## config.mk

```make
export PLATFORM = sky130hd
export DESIGN_NAME = mtep_front
export DESIGN_NICKNAME = d
export VERILOG_FILES = /design/src/design/mtep_pkg.sv /design/src/design/mtep_front.sv
export SDC_FILE = /design/constraint.sdc
export NUM_CORES = 1
export LEC_CHECK = 0
export ABC_AREA = 1
export BUFFER_PORTS_ARGS = -buffer_cell sky130_fd_sc_hd__buf_4
export CORE_MARGIN = 3
export CORE_UTILIZATION = 55
export DETAILED_ROUTE_END_ITERATION = 8
export PLACE_DENSITY = 0.81
export SLEW_MARGIN = 40
export SYNTH_ARGS = -nofsm -noshare
export SYNTH_HDL_FRONTEND = slang
export SYNTH_SLANG_ARGS = --single-unit
```

## constraint.sdc

```tcl
create_clock -name clock -period 3.8 [get_ports clock]
set_input_delay 0.38 -clock clock [delete_from_list [all_inputs] [get_ports clock]]
set_output_delay 0.38 -clock clock [all_outputs]
set_load 0.05 [all_outputs]
```

## src/design/mtep_pkg.sv

```systemverilog
// Package for the MIDI track event parser: parse phases, control states,
// byte codes, result kinds, error codes and the beat structures.
// No dependencies.
`timescale 1ns / 1ps
`default_nettype none

package mtep_pkg;

   // Track chunk magic and key/channel slot geometry.
   localparam logic [31:0] CHUNK_MAGIC = 32'h4D54726B;
   localparam int          KEY_CHANNEL_SLOTS = 2048;
   localparam int          SLOT_W = 11;

   // Event byte codes.
   localparam logic [7:0] BYTE_META     = 8'hFF;
   localparam logic [7:0] META_END      = 8'h2F;
   localparam logic [7:0] META_TEMPO    = 8'h51;
   localparam logic [7:0] META_TIME_SIG = 8'h58;
   localparam logic [7:0] BYTE_SYSEX    = 8'hF0;
   localparam logic [7:0] BYTE_ESCAPE   = 8'hF7;
   localparam logic [7:0] BYTE_SONG_POS = 8'hF2;
   localparam logic [7:0] BYTE_SONG_SEL = 8'hF3;
   localparam logic [7:0] BYTE_REALTIME = 8'hF8;

   // Status high nibbles.
   localparam logic [3:0] ST_NOTE_OFF  = 4'h8;
   localparam logic [3:0] ST_NOTE_ON   = 4'h9;
   localparam logic [3:0] ST_POLY_AT   = 4'hA;
   localparam logic [3:0] ST_CONTROL   = 4'hB;
   localparam logic [3:0] ST_PROGRAM   = 4'hC;
   localparam logic [3:0] ST_CHAN_AT   = 4'hD;
   localparam logic [3:0] ST_PITCH     = 4'hE;

   localparam logic [4:0] NO_CHANNEL = 5'd16;

   // Result kinds.
   localparam logic [2:0] KIND_NOTE_START = 3'd0;
   localparam logic [2:0] KIND_NOTE_END   = 3'd1;
   localparam logic [2:0] KIND_CHAN_MSG   = 3'd2;
   localparam logic [2:0] KIND_TEMPO      = 3'd3;
   localparam logic [2:0] KIND_TIME_SIG   = 3'd4;
   localparam logic [2:0] KIND_TRACK_END  = 3'd5;

   // Error codes reported at track end.
   localparam logic [2:0] ERR_NONE       = 3'd0;
   localparam logic [2:0] ERR_BAD_HEADER = 3'd1;
   localparam logic [2:0] ERR_META_LONG  = 3'd2;
   localparam logic [2:0] ERR_SYSEX_LONG = 3'd3;
   localparam logic [2:0] ERR_ZERO_TEMPO = 3'd4;

   // Configuration register addresses (byte address bit 2).
   localparam logic REG_NOTES_ONLY   = 1'b0;
   localparam logic REG_TRACK_NUMBER = 1'b1;

   typedef enum logic [3:0] {
      PH_HEADER    = 4'd0,
      PH_DELTA     = 4'd1,
      PH_EVENT     = 4'd2,
      PH_META_TYPE = 4'd3,
      PH_META_LEN  = 4'd4,
      PH_META_DATA = 4'd5,
      PH_SYSEX_LEN = 4'd6,
      PH_SKIP      = 4'd7,
      PH_DATA1     = 4'd8,
      PH_DATA2     = 4'd9,
      PH_DONE      = 4'd10
   } phase_type;

   typedef enum logic [1:0] {
      CTL_CLEAR = 2'd0,
      CTL_RUN   = 2'd1,
      CTL_CLOSE = 2'd2
   } ctl_type;

   // A classified input byte as it travels from front to back.
   typedef struct packed {
      logic [7:0] data_byte;
      logic       chunk_start;
      logic       is_meta;
      logic       is_sysex;
      logic       is_common;
      logic       is_realtime;
      logic       is_status;
   } item_type;

   // One result beat.
   typedef struct packed {
      logic [2:0]  kind;
      logic [31:0] tick;
      logic [31:0] note_id;
      logic [3:0]  channel;
      logic [6:0]  key;
      logic [31:0] value;
      logic [2:0]  error_code;
      logic        multi_channel;
      logic        last;
   } res_type;

   function automatic res_type mk_res(input logic [2:0] kind, input logic [31:0] tick,
                                      input logic [31:0] id, input logic [3:0] ch,
                                      input logic [6:0] key, input logic [31:0] val,
                                      input logic [2:0] err, input logic multi);
      res_type r;
      r.kind          = kind;
      r.tick          = tick;
      r.note_id       = id;
      r.channel       = ch;
      r.key           = key;
      r.value         = val;
      r.error_code    = err;
      r.multi_channel = multi;
      r.last          = 1'b0;
      return r;
   endfunction

endpackage

`default_nettype wire

```

## src/design/mtep_front.sv

```systemverilog
// Front end of the parser: accepts input beats, classifies each byte and
// holds it in a two-entry queue for the back end. Depends on mtep_pkg.
`timescale 1ns / 1ps
`default_nettype none

module mtep_front (
   input  wire logic              clock,
   input  wire logic              reset,
   input  wire logic              req_tvalid,
   output logic                   req_tready,
   input  wire logic [7:0]        req_tdata,
   input  wire logic [0:0]        req_tuser,
   output logic                   head_valid,
   output mtep_pkg::item_type     head,
   input  wire logic              head_pop
);

   mtep_pkg::item_type q_ff [2];
   logic               wp_ff, wp_in;
   logic               rp_ff, rp_in;
   logic [1:0]         cnt_ff, cnt_in;
   mtep_pkg::item_type item;
   logic               push;

   // Classify the incoming byte.
   always_comb begin
      item.data_byte   = req_tdata;
      item.chunk_start = req_tuser[0];
      item.is_meta     = (req_tdata == mtep_pkg::BYTE_META);
      item.is_sysex    = (req_tdata == mtep_pkg::BYTE_SYSEX) ||
                         (req_tdata == mtep_pkg::BYTE_ESCAPE);
      item.is_common   = (req_tdata == mtep_pkg::BYTE_SONG_POS) ||
                         (req_tdata == mtep_pkg::BYTE_SONG_SEL);
      item.is_realtime = (req_tdata >= mtep_pkg::BYTE_REALTIME);
      item.is_status   = req_tdata[7];
   end

   assign req_tready = (cnt_ff != 2'd2);
   assign push       = req_tvalid && req_tready;
   assign head_valid = (cnt_ff != 2'd0);
   assign head       = q_ff[rp_ff];

   // Queue pointers.
   always_comb begin
      wp_in  = wp_ff ^ push;
      rp_in  = rp_ff ^ head_pop;
      cnt_in = cnt_ff + {1'b0, push} - {1'b0, head_pop};
   end

   always_ff @(posedge clock) begin
      if (reset) begin
         wp_ff  <= 1'b0;
         rp_ff  <= 1'b0;
         cnt_ff <= 2'd0;
      end else begin
         wp_ff  <= wp_in;
         rp_ff  <= rp_in;
         cnt_ff <= cnt_in;
      end
   end

   // Queue storage.
   always_ff @(posedge clock) begin
      if (push) begin
         q_ff[wp_ff] <= item;
      end
   end

endmodule

`default_nettype wire

```

==> run metrics, run 1 <==
HP Class=primary input to flip-flop; Setup Skew=between 0.01 and 0.015 ns; grt total ovfl=0; worst r2r path cells=5; first-pass GRT wire length=3020 um; remaining antenna violation count=0; number of port buffers=28; Final Total Pwr=between 0.0008 and 0.0009 W; total track usage=0.158; nets@finish=130; Resized Gates After CTS=0; sequential fraction of the synthesis area=0.713; Residual DRC=0; die width=52.9 um; Int Pwr=between 0.0006 and 0.0007 W; gpl congestion=between 0.7 and 0.8; Die Ht=52.9 um; CTS Sinks=30; CTS tree=done; WL final=~1900 um; hold bufs inserted after CTS=0; Vias/cell=just over 5; Mapped Nets=97; PwrDens=~580 nW/um2; most area-hungry cell type in the Yosys netlist=edfxtp_1; Max Cap Viol=0; clock tree buffer depth=2; Worst setup SP type=flip-flop; WL/cell=between 10 and 15 um; P&R area growth vs syn=25.3%; Leak=slightly above 0.6 nW; slew at the pin closest to its max-slew limit=just under 0.7 ns; initial antenna violation count=0; final-report max-slew violation count=0; Final Hold Fails=0; yosys warns=0; total number of vias=slightly above 700; critical path fanouts, max=14; dominant synthesized flop cell=edfxtp_1; IO Pins=29; most common cell after layout, fill and taps aside=buf_4; RSZ-0062 raised after global routing=false; initial drt markers=13; Initial Util=0.597; Yosys reg bits=30; Logic pwr share=0.262; worst skew pair latency=roughly 0.32 ns; # diodes=0; r2r startpoint=cnt_ff[0]; Crit Path Category=flip-flop to output pin; commonest cells after routing, fill and taps aside=28 x buf_4, 26 x edfxtp_1, 13 x mux2_2, 9 x inv_1, 9 x nand2_1; Max Fclk=between 0.4 and 0.5 GHz; Critical Path Sink Type=output pin; FP Rows=16; Clock Tree Root=clkbuf_4; clock power share=0.271; hold endpoint=wp_ff; arrival time of the worst setup path=1.67 ns; gate count of the mapped netlist=82; CTS Buf Count=5; Synth Area per Inst=around 15 um2; Cell Area, Synth=1210 um2; Post-CTS Setup Bufs=0; H-Tree Depth=2; Post-synth EDFFs=26; reg2reg end=q_ff[0][8]; Die Area=2790 um2; Peak VDD IR=0.000456 V; Sw Share=0.310; largest net degree at the start of global routing=15; final worst path period share=0.540; R2R setup slack=between 2 and 2.5 ns; Highest Signal Layer=met4; DRT Pass-1 Iters=4; Final min period=about 2.1 ns; DPL Wire Length=around 1300 um; relative slew slack=0.546; met3 WL post-DR=around 110 um; vias in the first global route=726; clk slew on worst S/H paths=about 0.10 ns; Slowest-stage cell, CP=dfxtp_1; WL met1=773 um; post-synth cell types=16; Sw Pwr=between 0.0002 and 0.0003 W; top cells by area, synth=edfxtp_1 65%, mux2_2 12%, dfxtp_1 6.6%, inv_1 2.8%, nand2_1 2.8%; Setup violations, final=0; Placeable Area=2020 um2; Hold Crit Depth=2; register share of total power=0.466; post-synth top area share=0.647; routed wl met2=approximately 1000 um; layout cell share with drive strength beyond 1=0.431; setup_tns=0 ns; outcome=completed; CP max stage delay=around 0.74 ns; crit path cell chain=mux2_2 -> buf_4; Req. time, crit path=3.42 ns; async set or reset register ratio after synthesis=0; Hold Crit Start=reset
-- power groups by stage --
stage	Combinational [W]	Clock [W]	Sequential, W
CTS	0.000233	0.000246	0.000412
global placement	0.000227	0	0.000417
global route	0.000246	0.000264	0.000414
detailed placement	0.000233	0	0.000419
floorplan	0.000171	0	0.000412
finish	0.000231	0.000239	0.000411
-- cell type report --
| type | instances | area (um2) |
|---|---|---|
| clock buffers | 5 | 37.5 |
| flip-flops and latches | 30 | 861 |
| inverters | 9 | 33.8 |
| repair buffers | 28 | 210 |
| well taps | 27 | 33.8 |
| multi-input cells | 41 | 297 |
| fillers | 127 | 509 |
| clock inverters | 3 | 40.0 |
-- routing by layer --
layer,up-vias,global-route usage
met2,23,0.269
met3,5,0.0423
met5,-,0
met1,341,0.173
li1,354,-
met4,0,0.102
-- cell families (layout without fill, tap and decap cells) --
group / Yosys count / in the layout / share of synthesized area
AO/OA/AOI/OAI: 2 / 2 / 0.0104
flip-flops: 30 / 30 / 0.713
adder cells (fa/ha/maj): 2 / 2 / 0.0207
buffers and inverters: 11 / 45 / 0.0435
multiplexers: 13 / 13 / 0.121
AND/OR/NAND/NOR: 22 / 22 / 0.0767
XOR/XNOR: 2 / 2 / 0.0145
-- registers in the layout, indices dropped and copies added, names as in the netlist --
register  cells
cnt_ff        2
q_ff         26
rp_ff         1
wp_ff         1
-- critical path: cells and delay by family (launching register included) --
| kind | cells | cell delay, ns |
|---|---|---|
| DFF | 1 | 0.74 |
| muxes | 1 | 0.42 |
| buffers and inverters | 1 | 0.19 |
-- worst max-delay path by stage --
stage                    start         end  cells past startpoint
CTS                      rp_ff     head[0]                      2
detailed placement       rp_ff     head[0]                      2
finish                   rp_ff     head[0]                      2
floorplan            cnt_ff[0]  q_ff[1][0]                      4
global route             rp_ff     head[0]                      2
global placement    req_tvalid  q_ff[1][9]                      3
-- Yosys cell counts (2+ instances only) --
| master | count |
|---|---|
| dfxtp_1 | 4 |
| mux2_2 | 13 |
| nand2_1 | 9 |
| inv_1 | 9 |
| nor2_1 | 8 |
| edfxtp_1 | 26 |
| xnor2_1 | 2 |
| nor3_1 | 2 |
| ha_1 | 2 |
-- through the flow --
step           cells  utilization  hold slack, ns  instance area, um2  setup WS, ns
2_1_floorplan     82            -           0.447                1210          1.87
3_3_place_gp     135        0.709           0.552                1430          2.04
3_5_place_dp     135        0.710           0.572                1440          2.08
4_1_cts          143        0.748           0.222                1510          1.71
5_1_grt          143        0.748           0.217                1510          1.66
6_report         143        0.748           0.227                1510          1.75
(Power assumes the default switching activity.)
==> run 2: changes to the inputs <==
--- a/config.mk
+++ b/config.mk
@@ -5,12 +5,13 @@
 export SDC_FILE = /design/constraint.sdc
 export NUM_CORES = 1
 export LEC_CHECK = 0
-export ABC_AREA = 1
+export ABC_AREA = 0
 export BUFFER_PORTS_ARGS = -buffer_cell sky130_fd_sc_hd__buf_4
+export CORE_ASPECT_RATIO = 2
 export CORE_MARGIN = 3
-export CORE_UTILIZATION = 55
+export CORE_UTILIZATION = 46
 export DETAILED_ROUTE_END_ITERATION = 8
-export PLACE_DENSITY = 0.81
+export PLACE_DENSITY = 0.72
 export SLEW_MARGIN = 40
 export SYNTH_ARGS = -nofsm -noshare
 export SYNTH_HDL_FRONTEND = slang
==> constraint.sdc (replaced) <==
create_clock -name clock -period 1.7 [get_ports clock]
set_input_delay 0.17 -clock clock [delete_from_list [all_inputs] [get_ports clock]]
set_output_delay 0.17 -clock clock [all_outputs]
set_load 0.05 [all_outputs]
==> run 2 against run 1 <==
Compared with the run above: area after synthesis is 0.83% lower; final area up 1.6%; worst hold slack worse by 0.14 ns; via count decreased by 3.0%; sequential share of layout area fell by 0.80 points; sequential power up 120%; largest power group unchanged.
==> run metrics, run 2 <==
layout cell share with drive strength beyond 1=0.367; Crit Path Category=flip-flop to flip-flop; worst skew pair latency=between 0.2 and 0.3 ns; CTS Sinks=30; DPL Wire Length=between 1000 and 1500 um; relative slew slack=0.610; top cells by area, synth=edfxtp_1 65%, mux2_1 13%, dfxtp_1 6.7%, ha_1 2.1%, nor2_1 1.6%; hold bufs inserted after CTS=0; outcome=completed; Largest regs=q_ff x26, cnt_ff x2; top cells by count, synth=26 x edfxtp_1, 14 x mux2_1, 5 x nor2_1; Hold Crit Depth=2; Initial Util=0.497; P&R area growth vs syn=28.3%; WL/cell=roughly 14 um; # diodes=0; Post-synth EDFFs=26; Worst setup SP type=flip-flop; vias in the first global route=~700; hold endpoint=rp_ff; count leader, synth=edfxtp_1; Hold Crit Start=reset; Yosys reg bits=30; post-synth top area share=0.652; Mapped Nets=87; async set or reset register ratio after synthesis=0; total number of vias=around 700; Vias/cell=approximately 5.2; Critical Path Sink Type=flip-flop; CTS Buf Count=5; Peak VDD IR=~0.00098 V; Placeable Area=~2400 um2; GRT met2 Usage=0.231; Req. time, crit path=between 1.5 and 2 ns; die width=between 40 and 50 um; clk slew on worst S/H paths=about 0.060 ns; non-filler cells in the finished layout=approximately 140; Largest delay share family, worst path=adder cells; FP Rows=25; Cell Area, Synth=1200 um2; CTS tree=done; slew at the pin closest to its max-slew limit=about 0.58 ns; clock tree buffer depth=2; gate count of the mapped netlist=72; Final Hold Fails=0; final-report max-slew violation count=0; Max Fclk=around 0.64 GHz; Synth Area per Inst=around 17 um2; GRT busiest layer=met2; H-Tree Depth=2; most common cell after layout, fill and taps aside=buf_4; Post-CTS Setup Bufs=0; setup_tns=0 ns; Resized Gates After CTS=0; Leak=0.603 nW; yosys warns=0; Setup violations, final=0; largest net degree at the start of global routing=14; total track usage=0.136; Reg with most FFs=q_ff; DP Cell Count=128; RSZ-0062 raised after global routing=false; DRT Pass-1 Iters=3; Die Area=about 3300 um2; initial antenna violation count=0; Final min period=around 1.6 ns; crit path cell chain=nand2b_2 -> nand2_1 -> inv_1 -> ha_1; CP Buf/Inv Count=1; number of port buffers=28; worst hold slack=about 0.086 ns; Die Ht=a little under 80 um; r2r startpoint=cnt_ff[0]; nets@finish=123; sequential fraction of the synthesis area=0.719; Clock Tree Root=clkbuf_8; R2R setup slack=between 0.1 and 0.15 ns; reg2reg end=q_ff[0][11]; first-pass GRT wire length=between 3000 and 4000 um; Setup Skew=0.00528 ns; CP max stage delay=roughly 0.52 ns; commonest cells after routing, fill and taps aside=31 x buf_4, 26 x edfxtp_1, 14 x mux2_1, 5 x clkbuf_8, 4 x nor2_1; dominant synthesized flop cell=edfxtp_1; grt total ovfl=0; arrival time of the worst setup path=about 1.5 ns; post-synth cell types=22; gpl congestion=about 0.75; area of the multi-input gates=about 320 um2; met3 usage=0.0573; most area-hungry cell type in the Yosys netlist=edfxtp_1; GR Layer Usage met1=0.130; worst r2r path cells=4; HP Class=primary input to flip-flop; critical path fanouts, max=13; WL final=approximately 1900 um; Slowest-stage cell, CP=ha_1; initial drt markers=9; final worst path period share=0.926; # fillers=around 170; Max Cap Viol=0; PwrDens=around 1200 nW/um2; IO Pins=29; remaining antenna violation count=0; Residual DRC=0; max FFs per register=26; Sequential Area=roughly 860 um2
[run 2: kinds of logic (layout without fill, tap and decap cells)]
family                     after synthesis  after routing  share of synthesized area
AOI/OAI and AO/OA                        3              3                     0.0188
muxes                                   14             14                      0.132
and+or+nand+nor                         16             16                     0.0732
DFF                                     30             30                      0.719
buffers and inverters                    5             42                     0.0219
adders and majority gates                2              2                     0.0209
xor gates and xnor gates                 2              2                     0.0146
[run 2: layer usage]
layer,wire [um],vias to the layer above
met1,640,333
li1,-,341
met5,0,-
met4,52,0
met3,106,6
met2,1090,21
[run 2: worst max path at each step]
stage               depth (start not counted)       from     endpoint  slack [ns]
floorplan                                   6  cnt_ff[0]    cnt_ff[1]        0.05
global placement                            4  cnt_ff[0]   q_ff[0][0]        0.18
detailed placement                          4  cnt_ff[0]   q_ff[0][0]        0.12
CTS                                         3      rp_ff      head[7]        0.02
global route                                4  cnt_ff[0]  q_ff[0][11]        0.04
finish                                      4  cnt_ff[0]  q_ff[0][11]        0.13
[run 2: area by class of cell]
class | count | area share
Clock buffer | 6 | 0.0472
Clock inverter | 2 | 0.00570
Inverter | 3 | 0.00733
Multi-Input combinational cell | 37 | 0.205
Sequential cell | 30 | 0.561
Tap cell | 27 | 0.0220
Timing Repair Buffer | 31 | 0.151
[run 2: power breakdown]
part,internal (W),switching (W),leakage (nW)
sequential,0.000888,0.0000270,0.276
clock,0.000280,0.000224,0.0426
combinational,0.000168,0.000331,0.284
[run 2: stage by stage]
step	power (W)	instance area, um2	util	setup WS (ns)
2_1_floorplan	0.00127	1200	-	0.0539
3_3_place_gp	0.00142	1450	0.604	0.182
3_5_place_dp	0.00143	1450	0.604	0.123
4_1_cts	0.00194	1540	0.637	0.0204
5_1_grt	0.00201	1540	0.638	0.0408
6_report	0.00192	1540	0.638	0.126
